===== config.mk =====
export PLATFORM = sky130hd
export DESIGN_NAME = refcounted_bump_allocator
export DESIGN_NICKNAME = d
export VERILOG_FILES = /design/src/hdl/rcba_pkg.sv /design/src/hdl/rcba_cell.sv /design/src/hdl/refcounted_bump_allocator.sv
export SDC_FILE = /design/constraint.sdc
export NUM_CORES = 2
export LEC_CHECK = 0
export BUFFER_PORTS_ARGS = -buffer_cell sky130_fd_sc_hd__buf_2
export CAP_MARGIN = 15
export CORE_MARGIN = 4
export CORE_UTILIZATION = 55
export DETAILED_ROUTE_END_ITERATION = 16
export GPL_TIMING_DRIVEN = 1
export HOLD_SLACK_MARGIN = 0.08
export PLACE_DENSITY_LB_ADDON = 0.2
export SLEW_MARGIN = 10
export SYNTH_ARGS = -nofsm -noshare
export SYNTH_HDL_FRONTEND = slang
export SYNTH_SLANG_ARGS = --single-unit
export TNS_END_PERCENT = 30

===== constraint.sdc =====
create_clock -name clk -period 36.5 [get_ports clk]
set_clock_uncertainty 0.1 [all_clocks]
set_input_delay 5.475 -clock clk [delete_from_list [all_inputs] [get_ports clk]]
set_output_delay 5.475 -clock clk [all_outputs]
set_load 0.02 [all_outputs]

===== src/hdl/rcba_pkg.sv =====
package rcba_pkg;

  localparam int MAX_ENTRIES = 16;
  localparam int OFFSET_BITS = 24;
  localparam int ID_BITS     = 32;
  localparam int SIZE_BITS   = 24;
  localparam int CAP_BITS    = 24;
  localparam int REFS_BITS   = 16;
  localparam int CAP_RESET   = 65536;

  // wide enough for free pointer plus request without overflow
  localparam int SUM_W = ((OFFSET_BITS > CAP_BITS) ? OFFSET_BITS : CAP_BITS) + 1;
  localparam int CNT_W = (MAX_ENTRIES > 2) ? $clog2(MAX_ENTRIES) : 1;

  localparam int IN_DATA_W  = ((ID_BITS + SIZE_BITS + 7) / 8) * 8;
  localparam int OUT_DATA_W = ((ID_BITS + OFFSET_BITS + 1 + OFFSET_BITS + 7) / 8) * 8;

  typedef enum logic [1:0] {
    CMD_CREATE  = 2'd0,
    CMD_ADDREF  = 2'd1,
    CMD_RELEASE = 2'd2,
    CMD_COMPACT = 2'd3
  } cmd_t;

  typedef enum logic [1:0] {
    STS_OK         = 2'd0,
    STS_NO_SPACE   = 2'd1,
    STS_UNKNOWN_ID = 2'd2,
    STS_TABLE_FULL = 2'd3
  } status_t;

  // operation broadcast to every cell
  typedef enum logic [2:0] {
    OP_NONE,
    OP_LOAD,
    OP_STEP,
    OP_PLACE,
    OP_CREATE,
    OP_ADDREF,
    OP_RELEASE
  } op_t;

  typedef struct packed {
    op_t                    op;
    logic [ID_BITS-1:0]     key;
    logic [OFFSET_BITS-1:0] off;
    logic [SIZE_BITS-1:0]   size;
    logic                   use_free;
  } bcast_t;

  // search token passed from cell to cell
  typedef struct packed {
    logic valid;
    logic match;
    logic free;
    logic last_ref;
  } tok_t;

  // entry copy rotated around the ring during compaction
  typedef struct packed {
    logic                   valid;
    logic [OFFSET_BITS-1:0] off;
    logic [SIZE_BITS-1:0]   size;
  } ring_t;

endpackage


===== src/hdl/rcba_cell.sv =====
module rcba_cell (
  input  logic            clk,
  input  logic            rst,
  input  rcba_pkg::bcast_t bc,
  input  rcba_pkg::tok_t  tok_in,
  output rcba_pkg::tok_t  tok_out,
  input  rcba_pkg::ring_t ring_in,
  output rcba_pkg::ring_t ring_out
);
  import rcba_pkg::*;

  logic                   valid;
  logic [ID_BITS-1:0]     id;
  logic [OFFSET_BITS-1:0] off;
  logic [SIZE_BITS-1:0]   size;
  logic [REFS_BITS-1:0]   refs;
  logic                   sel_match;
  logic                   sel_free;
  logic [OFFSET_BITS-1:0] acc;
  ring_t                  ring;
  tok_t                   tok;

  logic hit;
  logic one_left;

  assign hit      = valid && (id == bc.key);
  assign one_left = (refs <= REFS_BITS'(1));
  assign tok_out  = tok;
  assign ring_out = ring;

  always_ff @(posedge clk) begin
    if (rst) begin
      valid     <= 1'b0;
      tok.valid <= 1'b0;
    end else begin
      // token moves one cell per cycle
      tok.valid    <= tok_in.valid;
      tok.match    <= tok_in.match | hit;
      tok.free     <= tok_in.free | !valid;
      tok.last_ref <= tok_in.last_ref | (hit && !tok_in.match && one_left);
      if (tok_in.valid) begin
        sel_match <= hit && !tok_in.match;
        sel_free  <= !valid && !tok_in.free;
      end

      case (bc.op)
        OP_CREATE: begin
          if (sel_match || (sel_free && bc.use_free)) begin
            valid <= 1'b1;
            id    <= bc.key;
            off   <= bc.off;
            size  <= bc.size;
            refs  <= REFS_BITS'(1);
          end
        end
        OP_ADDREF: begin
          if (sel_match && (refs != '1)) begin
            refs <= refs + REFS_BITS'(1);
          end
        end
        OP_RELEASE: begin
          if (sel_match) begin
            if (refs != '0) begin
              refs <= refs - REFS_BITS'(1);
            end
            if (one_left) begin
              valid <= 1'b0;
            end
          end
        end
        OP_LOAD: begin
          ring.valid <= valid;
          ring.off   <= off;
          ring.size  <= size;
          acc        <= '0;
        end
        OP_STEP: begin
          // add sizes of live blocks lying below this one
          if (ring.valid && (ring.off < off)) begin
            acc <= acc + OFFSET_BITS'(ring.size);
          end
          ring <= ring_in;
        end
        OP_PLACE: begin
          if (valid) begin
            off <= acc;
          end
        end
        default: begin
        end
      endcase
    end
  end

endmodule


===== src/hdl/refcounted_bump_allocator.sv =====
// Reference-counted bump allocator with handles and compaction.
// Commands arrive as beats on the s_ channel (cmd in s_tuser) and every
// command returns exactly one result beat on the m_ channel (status in
// m_tuser). The cfg channel writes the capacity register; it is always ready
// and is meant to be written only while no command is in flight.
// The entry table is a row of MAX_ENTRIES cells. Lookups for add reference,
// release and create send a token down the row, one cell per cycle.
// A create that does not fit skips the lookup and goes straight to emit.
// Compaction rotates every entry once around the ring of cells, each cell
// summing the sizes that lie below it, then places all blocks at once.
// One command is worked on at a time; the row walk or the ring rotation
// sets the rate.
// A new command is accepted as soon as the previous one has finished, even
// while its result beat still waits in the output register; a stalled
// receiver only holds the block once a second result is ready.
// Reset (rst, synchronous) empties the table, sets the next id to 1, the
// free pointer to 0 and capacity to 65536.
module refcounted_bump_allocator (
  input  logic                              clk,
  input  logic                              rst,
  input  logic                              s_tvalid,
  output logic                              s_tready,
  // block_id [31:0], alloc_size [55:32]
  input  logic [rcba_pkg::IN_DATA_W-1:0]    s_tdata,
  // cmd [1:0]
  input  logic [1:0]                        s_tuser,
  output logic                              m_tvalid,
  input  logic                              m_tready,
  // new_id [31:0], block_offset [55:32], freed [56], next_free [80:57]
  output logic [rcba_pkg::OUT_DATA_W-1:0]   m_tdata,
  // status [1:0]
  output logic [1:0]                        m_tuser,
  input  logic                              cfg_valid,
  output logic                              cfg_ready,
  input  logic [rcba_pkg::CAP_BITS-1:0]     cfg_data
);
  import rcba_pkg::*;

  typedef enum logic [2:0] {
    ST_IDLE,
    ST_SEARCH,
    ST_APPLY,
    ST_RING,
    ST_PLACE,
    ST_EMIT
  } state_t;

  state_t                 state;
  cmd_t                   cmd_q;
  logic [ID_BITS-1:0]     key_q;
  logic [SIZE_BITS-1:0]   size_q;
  logic                   use_free_q;
  logic                   last_ref_q;
  logic [CAP_BITS-1:0]    capacity;
  logic [ID_BITS-1:0]     id_counter;
  logic [OFFSET_BITS-1:0] free_pointer;
  logic [OFFSET_BITS-1:0] total;
  logic [CNT_W-1:0]       cnt;
  tok_t                   tok_start;

  status_t                res_status;
  logic [ID_BITS-1:0]     res_id;
  logic [OFFSET_BITS-1:0] res_off;
  logic                   res_freed;

  // input beat fields
  cmd_t                   in_cmd;
  logic [ID_BITS-1:0]     in_id;
  logic [SIZE_BITS-1:0]   in_size;
  logic                   accept;
  logic [SUM_W-1:0]       space_sum;
  logic [SUM_W-1:0]       fp_sum;

  bcast_t                 bc;
  tok_t                   tok_chain  [MAX_ENTRIES];
  ring_t                  ring_chain [MAX_ENTRIES];
  tok_t                   tok_end;
  ring_t                  ring_tap;

  assign in_cmd    = cmd_t'(s_tuser);
  assign in_id     = s_tdata[ID_BITS-1:0];
  assign in_size   = s_tdata[ID_BITS +: SIZE_BITS];
  assign s_tready  = (state == ST_IDLE);
  assign accept    = s_tvalid && s_tready;
  assign cfg_ready = 1'b1;

  assign space_sum = SUM_W'(free_pointer) + SUM_W'(in_size);
  assign fp_sum    = SUM_W'(free_pointer) + SUM_W'(size_q);

  assign tok_end  = tok_chain[MAX_ENTRIES-1];
  assign ring_tap = ring_chain[0];

  // broadcast to the cells
  always_comb begin
    bc.key      = key_q;
    bc.off      = free_pointer;
    bc.size     = size_q;
    bc.use_free = use_free_q;
    bc.op       = OP_NONE;
    case (state)
      ST_IDLE:  bc.op = (accept && (in_cmd == CMD_COMPACT)) ? OP_LOAD : OP_NONE;
      ST_RING:  bc.op = OP_STEP;
      ST_PLACE: bc.op = OP_PLACE;
      ST_APPLY: begin
        case (cmd_q)
          CMD_CREATE:  bc.op = OP_CREATE;
          CMD_ADDREF:  bc.op = OP_ADDREF;
          CMD_RELEASE: bc.op = OP_RELEASE;
          default:     bc.op = OP_NONE;
        endcase
      end
      default: bc.op = OP_NONE;
    endcase
  end

  // row of entry cells: token runs 0 -> N-1, ring closes back to cell 0
  for (genvar i = 0; i < MAX_ENTRIES; i++) begin : g_cell
    rcba_cell u_cell (
      .clk      (clk),
      .rst      (rst),
      .bc       (bc),
      .tok_in   ((i == 0) ? tok_start : tok_chain[(i + MAX_ENTRIES - 1) % MAX_ENTRIES]),
      .tok_out  (tok_chain[i]),
      .ring_in  (ring_chain[(i + MAX_ENTRIES - 1) % MAX_ENTRIES]),
      .ring_out (ring_chain[i])
    );
  end

  always_ff @(posedge clk) begin
    if (rst) begin
      state        <= ST_IDLE;
      m_tvalid     <= 1'b0;
      tok_start    <= '0;
      capacity     <= CAP_BITS'(CAP_RESET);
      id_counter   <= ID_BITS'(1);
      free_pointer <= '0;
    end else begin
      tok_start.valid <= 1'b0;
      if (m_tvalid && m_tready) begin
        m_tvalid <= 1'b0;
      end
      if (cfg_valid) begin
        capacity <= cfg_data;
      end

      case (state)
        ST_IDLE: begin
          if (accept) begin
            cmd_q      <= in_cmd;
            size_q     <= in_size;
            key_q      <= (in_cmd == CMD_CREATE) ? id_counter : in_id;
            res_status <= STS_OK;
            res_id     <= '0;
            res_off    <= '0;
            res_freed  <= 1'b0;
            if (in_cmd == CMD_COMPACT) begin
              cnt   <= '0;
              total <= '0;
              state <= ST_RING;
            end else if ((in_cmd == CMD_CREATE) &&
                         (space_sum > SUM_W'(capacity))) begin
              res_status <= STS_NO_SPACE;
              state      <= ST_EMIT;
            end else begin
              tok_start <= '{valid: 1'b1, match: 1'b0, free: 1'b0, last_ref: 1'b0};
              state     <= ST_SEARCH;
            end
          end
        end
        ST_SEARCH: begin
          if (tok_end.valid) begin
            use_free_q <= !tok_end.match;
            last_ref_q <= tok_end.last_ref;
            if ((cmd_q == CMD_CREATE) && !tok_end.match && !tok_end.free) begin
              res_status <= STS_TABLE_FULL;
              state      <= ST_EMIT;
            end else if ((cmd_q != CMD_CREATE) && !tok_end.match) begin
              res_status <= STS_UNKNOWN_ID;
              state      <= ST_EMIT;
            end else begin
              state <= ST_APPLY;
            end
          end
        end
        ST_APPLY: begin
          if (cmd_q == CMD_CREATE) begin
            res_id       <= key_q;
            res_off      <= free_pointer;
            id_counter   <= id_counter + ID_BITS'(1);
            free_pointer <= fp_sum[OFFSET_BITS-1:0];
          end
          if (cmd_q == CMD_RELEASE) begin
            res_freed <= last_ref_q;
          end
          state <= ST_EMIT;
        end
        ST_RING: begin
          // cell 0 sees every entry once as the ring turns
          if (ring_tap.valid) begin
            total <= total + OFFSET_BITS'(ring_tap.size);
          end
          cnt <= cnt + CNT_W'(1);
          if (cnt == CNT_W'(MAX_ENTRIES - 1)) begin
            state <= ST_PLACE;
          end
        end
        ST_PLACE: begin
          free_pointer <= total;
          state        <= ST_EMIT;
        end
        ST_EMIT: begin
          if (!m_tvalid || m_tready) begin
            m_tvalid <= 1'b1;
            m_tuser  <= res_status;
            m_tdata  <= OUT_DATA_W'({free_pointer, res_freed, res_off, res_id});
            state    <= ST_IDLE;
          end
        end
        default: state <= ST_IDLE;
      endcase
    end
  end

  // the lookup token only leaves the row while a search is waiting for it
  a_tok_in_search: assert property (@(posedge clk) disable iff (rst)
    tok_end.valid |-> (state == ST_SEARCH))
    else $error("search token left the row outside a search");

  // compaction moves the free pointer to the summed live sizes
  a_place_total: assert property (@(posedge clk) disable iff (rst)
    (state == ST_PLACE) |=> (free_pointer == $past(total)))
    else $error("free pointer does not match compacted total");

  // a result beat appears only from the emit step
  a_emit_source: assert property (@(posedge clk) disable iff (rst)
    $rose(m_tvalid) |-> ($past(state) == ST_EMIT))
    else $error("result beat raised outside emit");

  // the id counter advances only on a successful create
  a_id_step: assert property (@(posedge clk) disable iff (rst)
    (id_counter != $past(id_counter)) |->
      (($past(state) == ST_APPLY) && ($past(cmd_q) == CMD_CREATE)))
    else $error("id counter moved without a create");

endmodule

==> impl_metrics.json <==
{
  "power_w": 0.00542,
  "dr_wl_met2_mm": 98.4,
  "cpMaxStageDelayCell": "o41ai_1",
  "wirelength_mm": 217,
  "synth-main-ff-cell": "edfxtp_1",
  "synth.top_cells.by_area": "edfxtp_1 (63%), nand2_1 (6.4%), xnor2_1 (4.4%)",
  "r2r_end": "g_cell[3].u_cell.ring_out[23]",
  "boundaryPins": 180,
  "synth_warnings": 0,
  "place.gp.congestion": 0.872,
  "dr.max_layer_used": "met4",
  "grt_pass1_vias": 55100,
  "crit_path_end": "res_status[0]",
  "clk_latency_ns": 0.83,
  "start_util": 0.556,
  "rsz0062_at_grt": "no",
  "antenna_found_initial": 5,
  "final_nets": 7696,
  "drt-vias-per-instance": 5.93,
  "synth_top_area_share": 0.632,
  "reg2reg_slack_ns": 30.62,
  "post_cts_buffers": 0,
  "vdd_ir_drop_max_mv": 0.0481,
  "synth_area_leader_cell": "edfxtp_1",
  "async_flop_share": 0,
  "period_minus_slack_ns": 9.80,
  "crit_arrival_ns": 10.38,
  "die_y_um": 409,
  "num_vias": 58000,
  "finalSetupTns_ns": 0,
  "ctsResizeCount": 0,
  "std_cell_rows": 146,
  "hold_violations": 0,
  "fin_ws_ns": 26.70,
  "track_usage": 0.255,
  "clockRootBuffer": "clkbuf_16",
  "wire_per_inst_um": 22.2,
  "h-tree-depth": 4,
  "required_ns": 37.08,
  "postCtsHoldBufs": 0,
  "drtPass1Iterations": 6,
  "cp.depth": 17,
  "leakage_nw": 34.2,
  "status": "finished, final reports clean",
  "cts_sinks": 1979,
  "grt_max_degree": 199,
  "grt_first_pass_wirelength_mm": 332,
  "slew_headroom": 0.195,
  "wl_met3_mm": 16.3,
  "synth-seq-cells": 1979,
  "path_cells": "buf_2 -> ha_1 -> a21o_1 -> a21oi_1 -> nor2b_1 -> a311oi_1 -> a21oi_1 -> o41ai_1 -> xnor2_1 -> ha_1 -> and4_1 -> nand3_1 -> or4_1 -> a21oi_1 -> o221ai_1 -> a311oi_1 -> mux2_2",
  "hold_class": "reg -> reg",
  "area_growth_pct": 10.8,
  "hpwl_mm": 131,
  "reg2reg_depth": 6,
  "io_buffers": 171,
  "drc": 0,
  "cts.path.max_buffers": 3,
  "start_kind": "primary input",
  "critPathMaxFanout": 5,
  "worstMarginPinSlew_ns": 1.21,
  "wl_met1_mm": 96.9,
  "p_per_area_nw_per_um2": 55.3,
  "synth_enable_flop_cells": 1862,
  "yosys.cell_types.count": 82,
  "multi_input_area_um2": 28700,
  "crit_buf_inv": 1,
  "gr-total-overflow": 0,
  "coreArea_um2": 159000,
  "cts_tree": "done",
  "synth_area_um2": 88500,
  "dieArea_um2": 167000,
  "critPathCaptureType": "register",
  "n_fill_cell": 12200,
  "crit_path_frequent_cell": "a21oi_1",
  "die_w_um": 409,
  "cts_buffers": 198,
  "maxCapViolCount": 0,
  "period_share": 0.268,
  "syn_area_per_cell_um2": 12.1,
  "drt_iter0_markers": 6712,
  "rr_startpoint": "state[0]",
  "regArea_um2": 58300,
  "clk_pin_slew_ns": 0.06,
  "pre_cts_ws_ns": 25.85,
  "ys_seq_area_frac": 0.658,
  "crit_family": "compound AO/OA/AOI/OAI gates",
  "worst-setup-path-type": "in -> reg",
  "finalSetupViolCount": 0,
  "crit_start": "s_tdata[40]",
  "layout-drive-gt1-share": 0.0886,
  "finalMaxSlewViolations": 0,
  "max_stage_delay_ns": 0.97,
  "ant_nets": 0,
  "fmax_mhz": 102,
  "netlist_instances": 7331
}
area by class of cell:
type / count / share of cell area
flip-flops and latches: 1979 / 0.594
clock inverters: 116 / 0.0102
multi-input cells: 4877 / 0.292
diodes: 4 / 0.000102
inverters: 102 / 0.00392
repair buffers: 289 / 0.0182
well taps: 2146 / 0.0274
clock buffers: 256 / 0.0536
per-stage QoR:
stage / util / hold slack, ns / cell area [um2] / instances
4_1_cts: 0.616 / 0.316 / 98000 / 9764
3_5_place_dp: 0.577 / 0.305 / 91700 / 9392
5_1_grt: 0.616 / 0.323 / 98000 / 9766
2_1_floorplan: - / 0.300 / 88500 / 7337
6_report: 0.616 / 0.320 / 98000 / 9769
3_3_place_gp: 0.577 / 0.300 / 91700 / 9392
power by group:
part | switching, W | internal, W
Sequential | 0.000105 | 0.00266
Combinational | 0.000457 | 0.000231
Clock | 0.000867 | 0.00109
sequential cells by signal, summed over array words and instances, names as in the netlist, 2 cells and up:
register	cells
free_pointer	24
g_cell.u_cell.sel_match	16
size_q	24
id_counter	32
cnt	4
res_id	32
res_status	2
m_tdata	81
g_cell.u_cell.size	384
g_cell.u_cell.refs	256
cmd_q	2
state	3
g_cell.u_cell.ring_out	400
g_cell.u_cell.sel_free	16
m_tuser	2
capacity	24
key_q	32
g_cell.u_cell.valid	16
g_cell.u_cell.id	512
total	24
g_cell.u_cell.tok_out	64
res_off	24
layout by cell type, fill, tap and decap left out, types with 17 or more instances in the layout:
cell,instances
nand3_1,126
ha_1,159
a22oi_1,17
mux2_2,34
edfxtp_1,1862
o21ai_0,195
nor2_4,18
nor4_1,79
a221oi_1,79
clkbuf_16,199
o22a_1,62
a21o_1,43
nand2b_1,54
or4_1,28
mux2i_1,31
and3_1,120
clkinv_2,42
o21a_1,27
dfxtp_1,117
a21oi_1,426
or3_1,40
nor3_1,131
nor2_1,441
nand2_1,1516
inv_1,101
nand4_1,124
xnor2_1,440
xor2_1,168
a31oi_1,44
a211oi_1,48
buf_4,116
clkinv_1,38
buf_2,170
and2_1,86
clkbuf_1,51
a311oi_1,25
o22ai_1,52
nor2b_1,45
how the worst min path moves through the flow:
| stage | startpoint | end | slack [ns] | depth (start not counted) |
|---|---|---|---|---|
| after floorplan | g_cell[15].u_cell.tok_out[0] | last_ref_q | 0.30 | 0 |
| after global placement | res_off[11] | m_tdata[43] | 0.30 | 0 |
| after detailed placement | res_id[13] | m_tdata[13] | 0.31 | 0 |
| after CTS | res_off[13] | m_tdata[45] | 0.32 | 0 |
| after global routing | res_off[19] | m_tdata[51] | 0.32 | 0 |
| final | res_id[19] | m_tdata[19] | 0.32 | 0 |
layer usage:
layer / track usage / vias up
met3: 0.0389 / 311
met5: 0 / -
li1: - / 26900
met2: 0.392 / 2091
met4: 0.0663 / 0
met1: 0.382 / 28600
kinds of logic (layout without fill, tap and decap cells):
group / count (synthesis) / after routing / synth area share
AND/OR/NAND/NOR: 2877 / 2877 / 0.145
multiplexers: 67 / 67 / 0.00834
AO/OA/AOI/OAI: 1155 / 1155 / 0.0832
buffers and inverters: 481 / 763 / 0.0212
adder cells (fa/ha/maj): 162 / 162 / 0.0232
flip-flops: 1979 / 1979 / 0.658
XOR/XNOR: 608 / 608 / 0.0602
other: 2 / 12 / 0.0000849
cell usage after synthesis, types with 10 or more instances:
cell type     n
a22o_1       10
a21o_1       43
o21ai_0     195
o221ai_1     13
nand4_1     124
mux2_2       34
xnor2_1     440
o22a_1       62
o311ai_0     12
ha_1        159
nand2_1    1519
or3_1        41
and2_1       86
o21a_1       27
inv_1       102
nor4_1       82
nor3_1      136
a21oi_1     427
and3_1      123
o22ai_1      52
a31oi_1      44
a221oi_1     81
o31ai_1      15
a311oi_1     29
xor2_1      168
nand3_1     127
or4_1        28
mux2i_1      31
a32oi_1      13
a22oi_1      17
clkbuf_1    331
buf_1        31
a211oi_1     49
edfxtp_1   1862
nor2b_1      45
dfxtp_1     117
nand2b_1     54
nor2_1      460
worst register-to-register path, stage by stage (launching register included):
cell      delay [ns]
dfxtp_1         0.68
nand3_4         0.76
a221oi_4        0.48
buf_4           0.73
buf_4           0.86
buf_4           0.91
buf_4           0.94
(Power assumes the default switching activity.)
